File: config.mk
export PLATFORM = sky130hd
export DESIGN_NAME = jpeg_marker_segment_indexer_top
export DESIGN_NICKNAME = d
export VERILOG_FILES = /design/src/jmsi_pkg.sv /design/src/jpeg_marker_segment_indexer_top.sv
export SDC_FILE = /design/constraint.sdc
export NUM_CORES = 1
export LEC_CHECK = 0
export BUFFER_PORTS_ARGS = -buffer_cell sky130_fd_sc_hd__buf_2
export CORE_MARGIN = 2
export CORE_UTILIZATION = 55
export CTS_BUF_LIST = sky130_fd_sc_hd__clkbuf_8
export DETAILED_ROUTE_END_ITERATION = 10
export HOLD_SLACK_MARGIN = 0.06
export PLACE_DENSITY_LB_ADDON = 0.1
export SYNTH_ARGS = -nofsm -noshare
export SYNTH_HDL_FRONTEND = slang
export SYNTH_SLANG_ARGS = --single-unit
File: constraint.sdc
create_clock -name clk -period 8.3 [get_ports clk]
set_input_delay 0.83 -clock clk [delete_from_list [all_inputs] [get_ports clk]]
set_output_delay 0.83 -clock clk [all_outputs]
set_load 0.005 [all_outputs]
File: src/jmsi_pkg.sv
// shared types, marker codes and helpers for the jpeg marker segment indexer
package jmsi_pkg;

  typedef enum logic [2:0] {
    PH_HUNT   = 3'd0,
    PH_FILL   = 3'd1,
    PH_LEN_HI = 3'd2,
    PH_LEN_LO = 3'd3,
    PH_SKIP   = 3'd4,
    PH_STOP   = 3'd5
  } phase_t;

  typedef enum logic [2:0] {
    KIND_NONE = 3'd0,
    KIND_DHT  = 3'd1,
    KIND_DQT  = 3'd2,
    KIND_SOF0 = 3'd3,
    KIND_SOS  = 3'd4,
    KIND_APP1 = 3'd5
  } kind_t;

  localparam logic [7:0] MARK_PREFIX = 8'hFF;
  localparam logic [7:0] MARK_STUFF  = 8'h00;
  localparam logic [7:0] CODE_DHT    = 8'hC4;
  localparam logic [7:0] CODE_DQT    = 8'hDB;
  localparam logic [7:0] CODE_SOF0   = 8'hC0;
  localparam logic [7:0] CODE_SOS    = 8'hDA;
  localparam logic [7:0] CODE_APP1   = 8'hE1;

  localparam int unsigned OUT_BITS     = 24;
  localparam int unsigned MARK_TO_DATA = 3;

  function automatic kind_t classify(input logic [7:0] code);
    kind_t k;
    case (code)
      CODE_DHT:  k = KIND_DHT;
      CODE_DQT:  k = KIND_DQT;
      CODE_SOF0: k = KIND_SOF0;
      CODE_SOS:  k = KIND_SOS;
      CODE_APP1: k = KIND_APP1;
      default:   k = KIND_NONE;
    endcase
    return k;
  endfunction

endpackage

File: src/jpeg_marker_segment_indexer_top.sv
// jpeg marker segment indexer: scans one frame a word at a time, reports segment offsets
//
// usage
//   input channel  in_valid/in_stall carries one frame byte per word with
//   in_last_byte marking the final byte and in_write_next sampled with it.
//   result channel out_valid/out_stall carries one offsets record per frame.
//   config channel cfg_valid/cfg_ready writes length_kludge_mode; cfg_ready
//   is always high, write only while the block is idle.
// throughput: one word per cycle unless a last byte is held off, set by the parse state update
// output: the record is registered and appears in the cycle after the last byte is accepted
// stall: bytes that are not last keep flowing while a record waits; a last
//   byte is held off only while the previous record is still stalled
// reset: parse state, all offsets and the mode clear, no record pending;
//   after each record the parse state clears for the next frame
module jpeg_marker_segment_indexer_top #(
  parameter int unsigned POSITION_BITS = 24
) (
  input  logic        clk,
  input  logic        rst_n,
  input  logic        in_valid,
  output logic        in_stall,
  input  logic [7:0]  in_data_byte,
  input  logic        in_last_byte,
  input  logic        in_write_next,
  output logic        out_valid,
  input  logic        out_stall,
  output logic [23:0] out_frame_size,
  output logic [23:0] out_next_field_offset,
  output logic [23:0] out_quant_table_offset,
  output logic [23:0] out_huffman_table_offset,
  output logic [23:0] out_frame_header_offset,
  output logic [23:0] out_scan_header_offset,
  output logic [23:0] out_scan_data_offset,
  output logic [23:0] out_app1_payload_offset,
  output logic        out_app1_found,
  output logic        out_scan_found,
  input  logic        cfg_valid,
  output logic        cfg_ready,
  input  logic        cfg_data
);
  import jmsi_pkg::*;

  localparam int unsigned P = POSITION_BITS;

  function automatic logic [P-1:0] sat_add(input logic [P-1:0] a, input logic [P-1:0] b);
    logic [P:0] s;
    s = {1'b0, a} + {1'b0, b};
    return s[P] ? {P{1'b1}} : s[P-1:0];
  endfunction

  function automatic logic [OUT_BITS-1:0] clamp(input logic [P-1:0] v);
    logic [P+OUT_BITS-1:0] ext;
    ext = {{OUT_BITS{1'b0}}, v};
    if (ext > (P+OUT_BITS)'({OUT_BITS{1'b1}})) return {OUT_BITS{1'b1}};
    return ext[OUT_BITS-1:0];
  endfunction

  logic            kludge_r;
  phase_t          phase_r, phase_nxt;
  kind_t           kind_r, kind_nxt, kind_c;
  logic [P-1:0]    pos_r, pos_nxt;
  logic [P-1:0]    mark3_r, mark3_nxt;
  logic [7:0]      len_hi_r, len_hi_nxt;
  logic [15:0]     skip_r, skip_nxt;
  logic [P-1:0]    quant_r, quant_nxt, huff_r, huff_nxt, frame_r, frame_nxt;
  logic [P-1:0]    scan_r, scan_nxt, data_r, data_nxt, app1_r, app1_nxt;
  logic            app1_seen_r, app1_seen_nxt, scan_seen_r, scan_seen_nxt;
  logic [P-1:0]    pos_m1, pos_p3;
  logic [15:0]     seglen, skip_c;
  logic            in_acc, out_acc;

  logic            out_valid_r;
  logic [23:0]     size_r, next_r, oquant_r, ohuff_r, oframe_r, oscan_r, odata_r, oapp1_r;
  logic            oapp1_found_r, oscan_found_r;

  assign cfg_ready = 1'b1;
  assign in_stall  = out_valid_r & out_stall & in_last_byte;
  assign in_acc    = in_valid & ~in_stall;
  assign out_acc   = out_valid_r & ~out_stall;

  assign pos_m1 = pos_r - P'(1);
  assign pos_p3 = sat_add(pos_r, P'(MARK_TO_DATA));
  assign seglen = {len_hi_r, in_data_byte};
  assign skip_c = (kludge_r && kind_r != KIND_APP1) ? seglen :
                  (seglen >= 16'd2) ? seglen - 16'd2 : 16'd0;
  assign kind_c = classify(in_data_byte);

  always_comb begin
    phase_nxt     = phase_r;
    kind_nxt      = kind_r;
    mark3_nxt     = mark3_r;
    len_hi_nxt    = len_hi_r;
    skip_nxt      = skip_r;
    quant_nxt     = quant_r;
    huff_nxt      = huff_r;
    frame_nxt     = frame_r;
    scan_nxt      = scan_r;
    data_nxt      = data_r;
    app1_nxt      = app1_r;
    app1_seen_nxt = app1_seen_r;
    scan_seen_nxt = scan_seen_r;
    pos_nxt       = sat_add(pos_r, P'(1));
    case (phase_r)
      PH_HUNT: begin
        if (in_data_byte == MARK_PREFIX) phase_nxt = PH_FILL;
      end
      PH_FILL: begin
        if (in_data_byte == MARK_PREFIX) begin
          phase_nxt = PH_FILL;
        end else if (in_data_byte == MARK_STUFF) begin
          phase_nxt = PH_HUNT;
        end else begin
          kind_nxt = kind_c;
          if (kind_c == KIND_NONE) begin
            phase_nxt = PH_HUNT;
          end else begin
            mark3_nxt = pos_p3;
            phase_nxt = PH_LEN_HI;
            case (kind_c)
              KIND_DHT:  huff_nxt  = pos_m1;
              KIND_DQT:  quant_nxt = pos_m1;
              KIND_SOF0: frame_nxt = pos_m1;
              KIND_SOS:  scan_nxt  = pos_m1;
              KIND_APP1: begin
                app1_nxt      = pos_p3;
                app1_seen_nxt = 1'b1;
              end
              default: ;
            endcase
          end
        end
      end
      PH_LEN_HI: begin
        len_hi_nxt = in_data_byte;
        phase_nxt  = PH_LEN_LO;
      end
      PH_LEN_LO: begin
        if (kind_r == KIND_SOS) begin
          data_nxt      = sat_add(mark3_r, P'(skip_c));
          scan_seen_nxt = 1'b1;
          phase_nxt     = PH_STOP;
        end else begin
          skip_nxt  = skip_c;
          phase_nxt = (skip_c != 16'd0) ? PH_SKIP : PH_HUNT;
        end
      end
      PH_SKIP: begin
        if (skip_r <= 16'd1) begin
          skip_nxt  = 16'd0;
          phase_nxt = PH_HUNT;
        end else begin
          skip_nxt = skip_r - 16'd1;
        end
      end
      default: ;
    endcase
  end

  always_ff @(posedge clk) begin
    if (!rst_n) begin
      kludge_r <= 1'b0;
    end else if (cfg_valid && cfg_ready) begin
      kludge_r <= cfg_data;
    end
  end

  always_ff @(posedge clk) begin
    if (!rst_n || (in_acc && in_last_byte)) begin
      phase_r     <= PH_HUNT;
      kind_r      <= KIND_NONE;
      pos_r       <= '0;
      mark3_r     <= '0;
      len_hi_r    <= '0;
      skip_r      <= '0;
      quant_r     <= '0;
      huff_r      <= '0;
      frame_r     <= '0;
      scan_r      <= '0;
      data_r      <= '0;
      app1_r      <= '0;
      app1_seen_r <= 1'b0;
      scan_seen_r <= 1'b0;
    end else if (in_acc) begin
      phase_r     <= phase_nxt;
      kind_r      <= kind_nxt;
      pos_r       <= pos_nxt;
      mark3_r     <= mark3_nxt;
      len_hi_r    <= len_hi_nxt;
      skip_r      <= skip_nxt;
      quant_r     <= quant_nxt;
      huff_r      <= huff_nxt;
      frame_r     <= frame_nxt;
      scan_r      <= scan_nxt;
      data_r      <= data_nxt;
      app1_r      <= app1_nxt;
      app1_seen_r <= app1_seen_nxt;
      scan_seen_r <= scan_seen_nxt;
    end
  end

  always_ff @(posedge clk) begin
    if (!rst_n) begin
      out_valid_r <= 1'b0;
    end else if (in_acc && in_last_byte) begin
      out_valid_r <= 1'b1;
    end else if (out_acc) begin
      out_valid_r <= 1'b0;
    end
  end

  always_ff @(posedge clk) begin
    if (in_acc && in_last_byte) begin
      size_r        <= clamp(pos_nxt);
      next_r        <= in_write_next ? clamp(pos_nxt) : 24'd0;
      oquant_r      <= clamp(quant_nxt);
      ohuff_r       <= clamp(huff_nxt);
      oframe_r      <= clamp(frame_nxt);
      oscan_r       <= clamp(scan_nxt);
      odata_r       <= clamp(data_nxt);
      oapp1_r       <= clamp(app1_nxt);
      oapp1_found_r <= app1_seen_nxt;
      oscan_found_r <= scan_seen_nxt;
    end
  end

  assign out_valid                = out_valid_r;
  assign out_frame_size           = size_r;
  assign out_next_field_offset    = next_r;
  assign out_quant_table_offset   = oquant_r;
  assign out_huffman_table_offset = ohuff_r;
  assign out_frame_header_offset  = oframe_r;
  assign out_scan_header_offset   = oscan_r;
  assign out_scan_data_offset     = odata_r;
  assign out_app1_payload_offset  = oapp1_r;
  assign out_app1_found           = oapp1_found_r;
  assign out_scan_found           = oscan_found_r;

endmodule

# Yosys cells after proc, flatten, opt, wreduce, memory -nomap -nowiden
# Cells that the tools add are included.
[op_classes]
add_sub_neg = 6
bitwise = 9
n_eq_ne = 20
n_mux = 53
n_reduce_logical = 16
order_cmp = 2
[op_table]
columns = ["op", "n"]
rows = [
  ["$mux 24", 30],
  ["$mux 16", 4],
  ["$eq 8x8->1 const B", 6],
  ["$pmux 16 s2", 1],
  ["$pmux 3 s5", 2],
  ["$add 24x1->25 const B", 1],
  ["$add 24x16->25", 1],
  ["$add 24x2->25 const B", 1],
  ["$sub 24x1->24 const B", 1],
  ["$ge 16x2->1 const B", 1],
  ["$le 16x1->1 const B", 1],
  ["$reduce_bool 16->1", 1],
  ["$sub 16x1->16 const B", 1],
  ["$sub 16x2->16 const B", 1],
  ["$eq 3x2->1 const B", 4],
  ["$eq 3x3->1 const B", 4],
  ["$mux 3", 4],
  ["$mux 1", 9],
  ["$logic_not 8->1", 1],
  ["$reduce_and 4->1", 2],
  ["$eq 3x1->1 const B", 2],
  ["$logic_not 3->1", 2],
  ["$mux 2", 3],
  ["$ne 2x2->1 const B", 3],
  ["11 further kinds", 20],
]
[totals]
input_bits = 16
elab_cells = 132
out_inout_bits = 197
register_bits = 420

# Longest topological paths before layout
[depth]
word_depth = 8
mapped_depth = 19
mapped_depth_nobuf = 15

# Worst setup path after synthesis
# OpenSTA, ideal clock, no wires.
[synth_path]
path_kind = "input to register"
from = "in out_stall"
to = "reg app1_seen_r"
setup_time_ns = 0.128
slack_ns = 1.474
path_buffers = 3
path_stages = 7
arrival_time_ns = 6.698
required_time_ns = 8.172
cell_sequence = "nand3_1 and3_1 nand2b_1 clkbuf_1 clkbuf_1 buf_1 nor2_1"
[synth_via]
elab_chain_cells = 6
[synth_rtl]
columns = ["element", "line", "text"]
rows = [
  ["start, declared", "jpeg_marker_segment_indexer_top.sv:26", "input logic out_stall,"],
  ["$and 1x1->1 (*) (2 in series)", "jpeg_marker_segment_indexer_top.sv:77", "assign in_stall = out_valid_r & out_stall & in_last_byte;"],
  ["$not 1->1 (*)", "jpeg_marker_segment_indexer_top.sv:78", "assign in_acc = in_valid & ~in_stall;"],
  ["$and 1x1->1 (*)", "jpeg_marker_segment_indexer_top.sv:78", ""],
  ["$logic_and 1x1->1", "jpeg_marker_segment_indexer_top.sv:168", "if (!rst_n || (in_acc && in_last_byte)) begin"],
  ["$logic_or 1x1->1", "jpeg_marker_segment_indexer_top.sv:168", ""],
  ["end signal, assigned", "jpeg_marker_segment_indexer_top.sv:196", "app1_seen_r <= app1_seen_nxt;"],
  ["end, declared", "jpeg_marker_segment_indexer_top.sv:67", "logic app1_seen_r, app1_seen_nxt, scan_seen_r, scan_seen_nxt;"],
]
# Mark *: on every way between the ends. The rest lies on a longest branch, timed or not.
# A chain may end at the register's enable or synchronous reset.

# Final worst setup path
[layout_path]
from = "reg len_hi_r[0]"
to = "reg odata_r[23], in the netlist out_scan_data_offset[23], data pin"
[layout_via]
elab_chain_cells = 7
elab_cells_between_ends = 8
cone_classes = "2 x add/sub; 1 x order compare; 5 x mux"
[layout_rtl]
columns = ["element", "line", "text"]
rows = [
  ["start, declared", "jpeg_marker_segment_indexer_top.sv:63", "logic [7:0] len_hi_r, len_hi_nxt;"],
  ["start signal, assigned", "jpeg_marker_segment_indexer_top.sv:188", "len_hi_r <= len_hi_nxt;"],
  ["$sub 16x2->16 / $ge 16x2->1 (equally long branches)", "jpeg_marker_segment_indexer_top.sv:85", "(seglen >= 16'd2) ? seglen - 16'd2 : 16'd0;"],
  ["$mux 16", "jpeg_marker_segment_indexer_top.sv:85", ""],
  ["$mux 16 (*)", "jpeg_marker_segment_indexer_top.sv:84", "assign skip_c = (kludge_r && kind_r != KIND_APP1) ? seglen :"],
  ["$add 24x16->25 (*)", "jpeg_marker_segment_indexer_top.sv:47", "s = {1'b0, a} + {1'b0, b};"],
  ["$mux 24 (*)", "jpeg_marker_segment_indexer_top.sv:48", "return s[P] ? {P{1'b1}} : s[P-1:0];"],
  ["$mux 24 (*)", "jpeg_marker_segment_indexer_top.sv:138", "if (kind_r == KIND_SOS) begin"],
  ["$mux 24 (*)", "jpeg_marker_segment_indexer_top.sv:103", "case (phase_r)"],
  ["named net data_nxt[23]", "jpeg_marker_segment_indexer_top.sv:66", "logic [P-1:0] scan_r, scan_nxt, data_r, data_nxt, app1_r, app1_nxt;"],
  ["end signal, assigned", "jpeg_marker_segment_indexer_top.sv:219", "odata_r <= clamp(data_nxt);"],
  ["end, declared", "jpeg_marker_segment_indexer_top.sv:73", "logic [23:0] size_r, next_r, oquant_r, ohuff_r, oframe_r, oscan_r, odata_r, oapp1_r;"],
]
# The timed path passes the listed nets; every way through them passes the cells marked *.

==> impl_metrics.csv <==
group,metric,value,unit
synthesis,synth_compound_area_share,18.3,%
worst_setup_path,worstSetupEndpointType,"flop",
global_route,grt_first_pass_wirelength,76.4,mm
global_route,grt_pass1_vias,13800,
synthesis,ys.flop_type,"dfxtp_1",
sta,period_minus_slack,5.03,ns
cts,cts_resized,0,
synthesis,synth_enable_flop_cells,194,
sta,slew_headroom,28.8,%
cts,hold_buffers,0,
placement,portBuffers,211,
sta,finalHoldViolCount,0,
cells_and_area,syn_to_final_growth,13.5,%
die,die_w,189,µm
cts,cts_tree,"yes",
cells_and_area,drive_above_1_share,17.6,%
drt,wire_per_inst,18.8,µm
synthesis,syn_nets,1984,
drt,dr.pass1.iters,5,
synthesis,syn_inst,1946,
cts,clk_latency,0.63,ns
placement,dp_hpwl,32.6,mm
drt,vias,15100,
power,leakagePower,8.02,nW
global_route,antenna_found_initial,0,
synthesis,synth_area,18800,µm²
synthesis,ys_types,76,
drt,postRouteAntennaNets,0,
worst_setup_path,critPathKind,"reg2reg",
synthesis,synth_top_family_by_area,"compound AO/OA/AOI/OAI gates",
sta,hold_ws,0.457,ns
synthesis,ys_ff_latch,420,
synthesis,synthArstFlopShare,0,%
die,core,33600,µm²
placement,placed_area,20000,µm²
global_route,grt_overflow,0,
cts,cts_buffer_depth,3,
cells_and_area,fin_nets,2141,
synthesis,synthAdderAreaFrac,1.50,%
drt,drcViolationCount,0,
die,dieArea,35700,µm²
drt,drt_iter0_markers,1306,
power,peakVddDrop,0.153,mV
sta,drv_slew,0,
sta,max_slew.worst_pin.slew,1.07,ns
worst_setup_path,critical_path_required,8.75,ns
sta,timing.setup.tns,0,ns
sta,rsz0062_at_grt,"no",
cts,clockRootBuffer,"clkbuf_8",
cts,htree_levels,3,
min_path,hp-class,"reg2reg",
cells_and_area,fin_area,21400,µm²
synthesis,avgSynthCellArea,9.67,µm²
die,rows,67,
global_route,grt_use_total,27.3,%
flow_run,drv_cap,0,
worst_setup_path,cp-start-kind,"flop",
global_route,grt_start_max_net_pins,86,
cts,cts_setup_buffers,0,
die,start_util,56.0,%
cells_and_area,layout_commonest_cell,"nor2_1",
cells_and_area,n_fill_cell,2813,
cts,clkTransAtPathRegs,0.06,ns
sta,fmax,199,MHz
cts,numCtsBuffers,70,
synthesis,seq_area_frac_synth,55.0,%
placement,place_congestion,0.893,
worst_setup_path,worstPathArrival,5.48,ns
drt,routed_wl,49.1,mm
sta,fin_crit_sh,60.6,%
synthesis,synthSimpleGateAreaFrac,16.5,%
sta,finalClockSkew,0.0304,ns
synthesis,yosys-mux-area-fraction,0.817,%
cells_and_area,mostFrequentLayoutCells,"nor2_1, dfxtp_1, buf_2, edfxtp_1, nand2_1",
drt,vias_per_cell,5.81,
cells_and_area,antenna_cells,0,
die,io_pins,213,
cts,clkSinkCount,420,
power,power.density,200,nW/µm²
synthesis,synth-xor-area-share,3.91,%
sta,setup_viol,0,
die,die_h,189,µm
synthesis,yosysWarnings,0,
run_status,outcome,"finished clean",
worst_setup_path,crit_fanout,8,
-- metal layers --
layer / part of all wire (%) / GRT usage [%] / wire length [µm]
met5: 0 / 0 / 0
met4: 2.8 / 9.68 / 1370
met3: 7.0 / 5.41 / 3430
met2: 44 / 40.5 / 21700
met1: 46 / 39.8 / 22600
-- cell usage after synthesis, types with 11 or more instances --
library cell	instances	area share (%)
a21oi_1	153	4.1
buf_2	31	0.82
buf_1	17	0.34
nand4_1	12	0.40
xor2_1	36	1.7
mux2i_1	12	0.64
and2_1	11	0.37
ha_1	21	1.4
inv_1	31	0.62
clkbuf_1	94	1.9
a211oi_1	137	5.5
nand3_1	43	1.1
xnor2_1	48	2.2
nand2_1	157	3.1
o21ai_0	100	2.7
edfxtp_1	194	31
a21oi_2	14	0.65
dfxtp_1	226	24
and3_1	18	0.60
nor2_1	346	6.9
nor3_1	45	1.2
o22a_1	12	0.56
o221a_2	13	0.78
or3_1	14	0.47
-- through the flow --
step | setup slack (ns) | power (mW) | util [%] | instances
6_report | 3.27 | 4.28 | 63.6 | 2608
5_1_grt | 2.85 | 4.43 | 63.6 | 2608
4_1_cts | 3.42 | 4.32 | 63.5 | 2607
3_5_place_dp | 2.75 | 2.54 | 59.5 | 2478
3_3_place_gp | 2.74 | 2.54 | 59.5 | 2478
2_1_floorplan | 1.47 | 2.43 | - | 1946
-- layout make-up --
class | count | area (µm²) | share of cell area [%]
Tap cell | 448 | 561 | 2.62
Timing Repair Buffer | 235 | 1240 | 5.80
Sequential cell | 420 | 10300 | 48.4
Inverter | 31 | 116 | 0.545
Multi-Input combinational cell | 1345 | 7740 | 36.2
Clock inverter | 49 | 260 | 1.22
Clock buffer | 80 | 1100 | 5.15
-- worst max-delay path, stage by stage (launching register included) --
cell and delay [ns]:
dfxtp_1 0.39, or3_1 0.53, nor3_1 0.58, nand3_1 0.17, a31oi_1 0.48, inv_1 0.12
ha_1 0.39, and3_1 0.25, a31o_2 0.26, a2111oi_0 0.65, o21ai_0 0.38, and3_1 0.30
and3_1 0.19, o31ai_1 0.17
-- flip-flops by register name (all words and copies together) (netlist names), 8 cells and up --
signal and flops:
skip_r 16, out_frame_header_offset 24, mark3_r 24, out_scan_data_offset 24, out_quant_table_offset 24, huff_r 24
data_r 24, out_frame_size 24, out_app1_payload_offset 24, out_huffman_table_offset 24, out_scan_header_offset 24, frame_r 24
out_next_field_offset 24, scan_r 24, pos_r 24, quant_r 24, len_hi_r 8, app1_r 24
-- path summary, 6_finish.rpt --
check,end,from,cells after the start,slack [ns]
worst max-delay path,out_scan_data_offset[23],len_hi_r[0],13,3.27
worst min register to register,scan_r[11],scan_r[11],2,0.46
worst min-delay path,scan_r[11],scan_r[11],2,0.46
worst max register to register,out_scan_data_offset[23],len_hi_r[0],13,3.27
-- cells by family after synthesis --
kind of cell | count (synthesis)
multiplexers | 15
other | 1
adder cells (fa/ha/maj) | 22
flip-flops | 420
AND/OR/NAND/NOR | 702
AO/OA/AOI/OAI | 521
buffers and inverters | 181
XOR/XNOR | 84
-- power breakdown --
group	leakage [nW]	internal (mW)	switching, mW	total (mW)
Sequential	3.70	2.20	0.0254	2.23
Clock	0.789	0.946	0.838	1.78
Combinational	3.53	0.0716	0.203	0.275
Total	8.02	3.22	1.07	4.28
(Power assumes the default switching activity.)
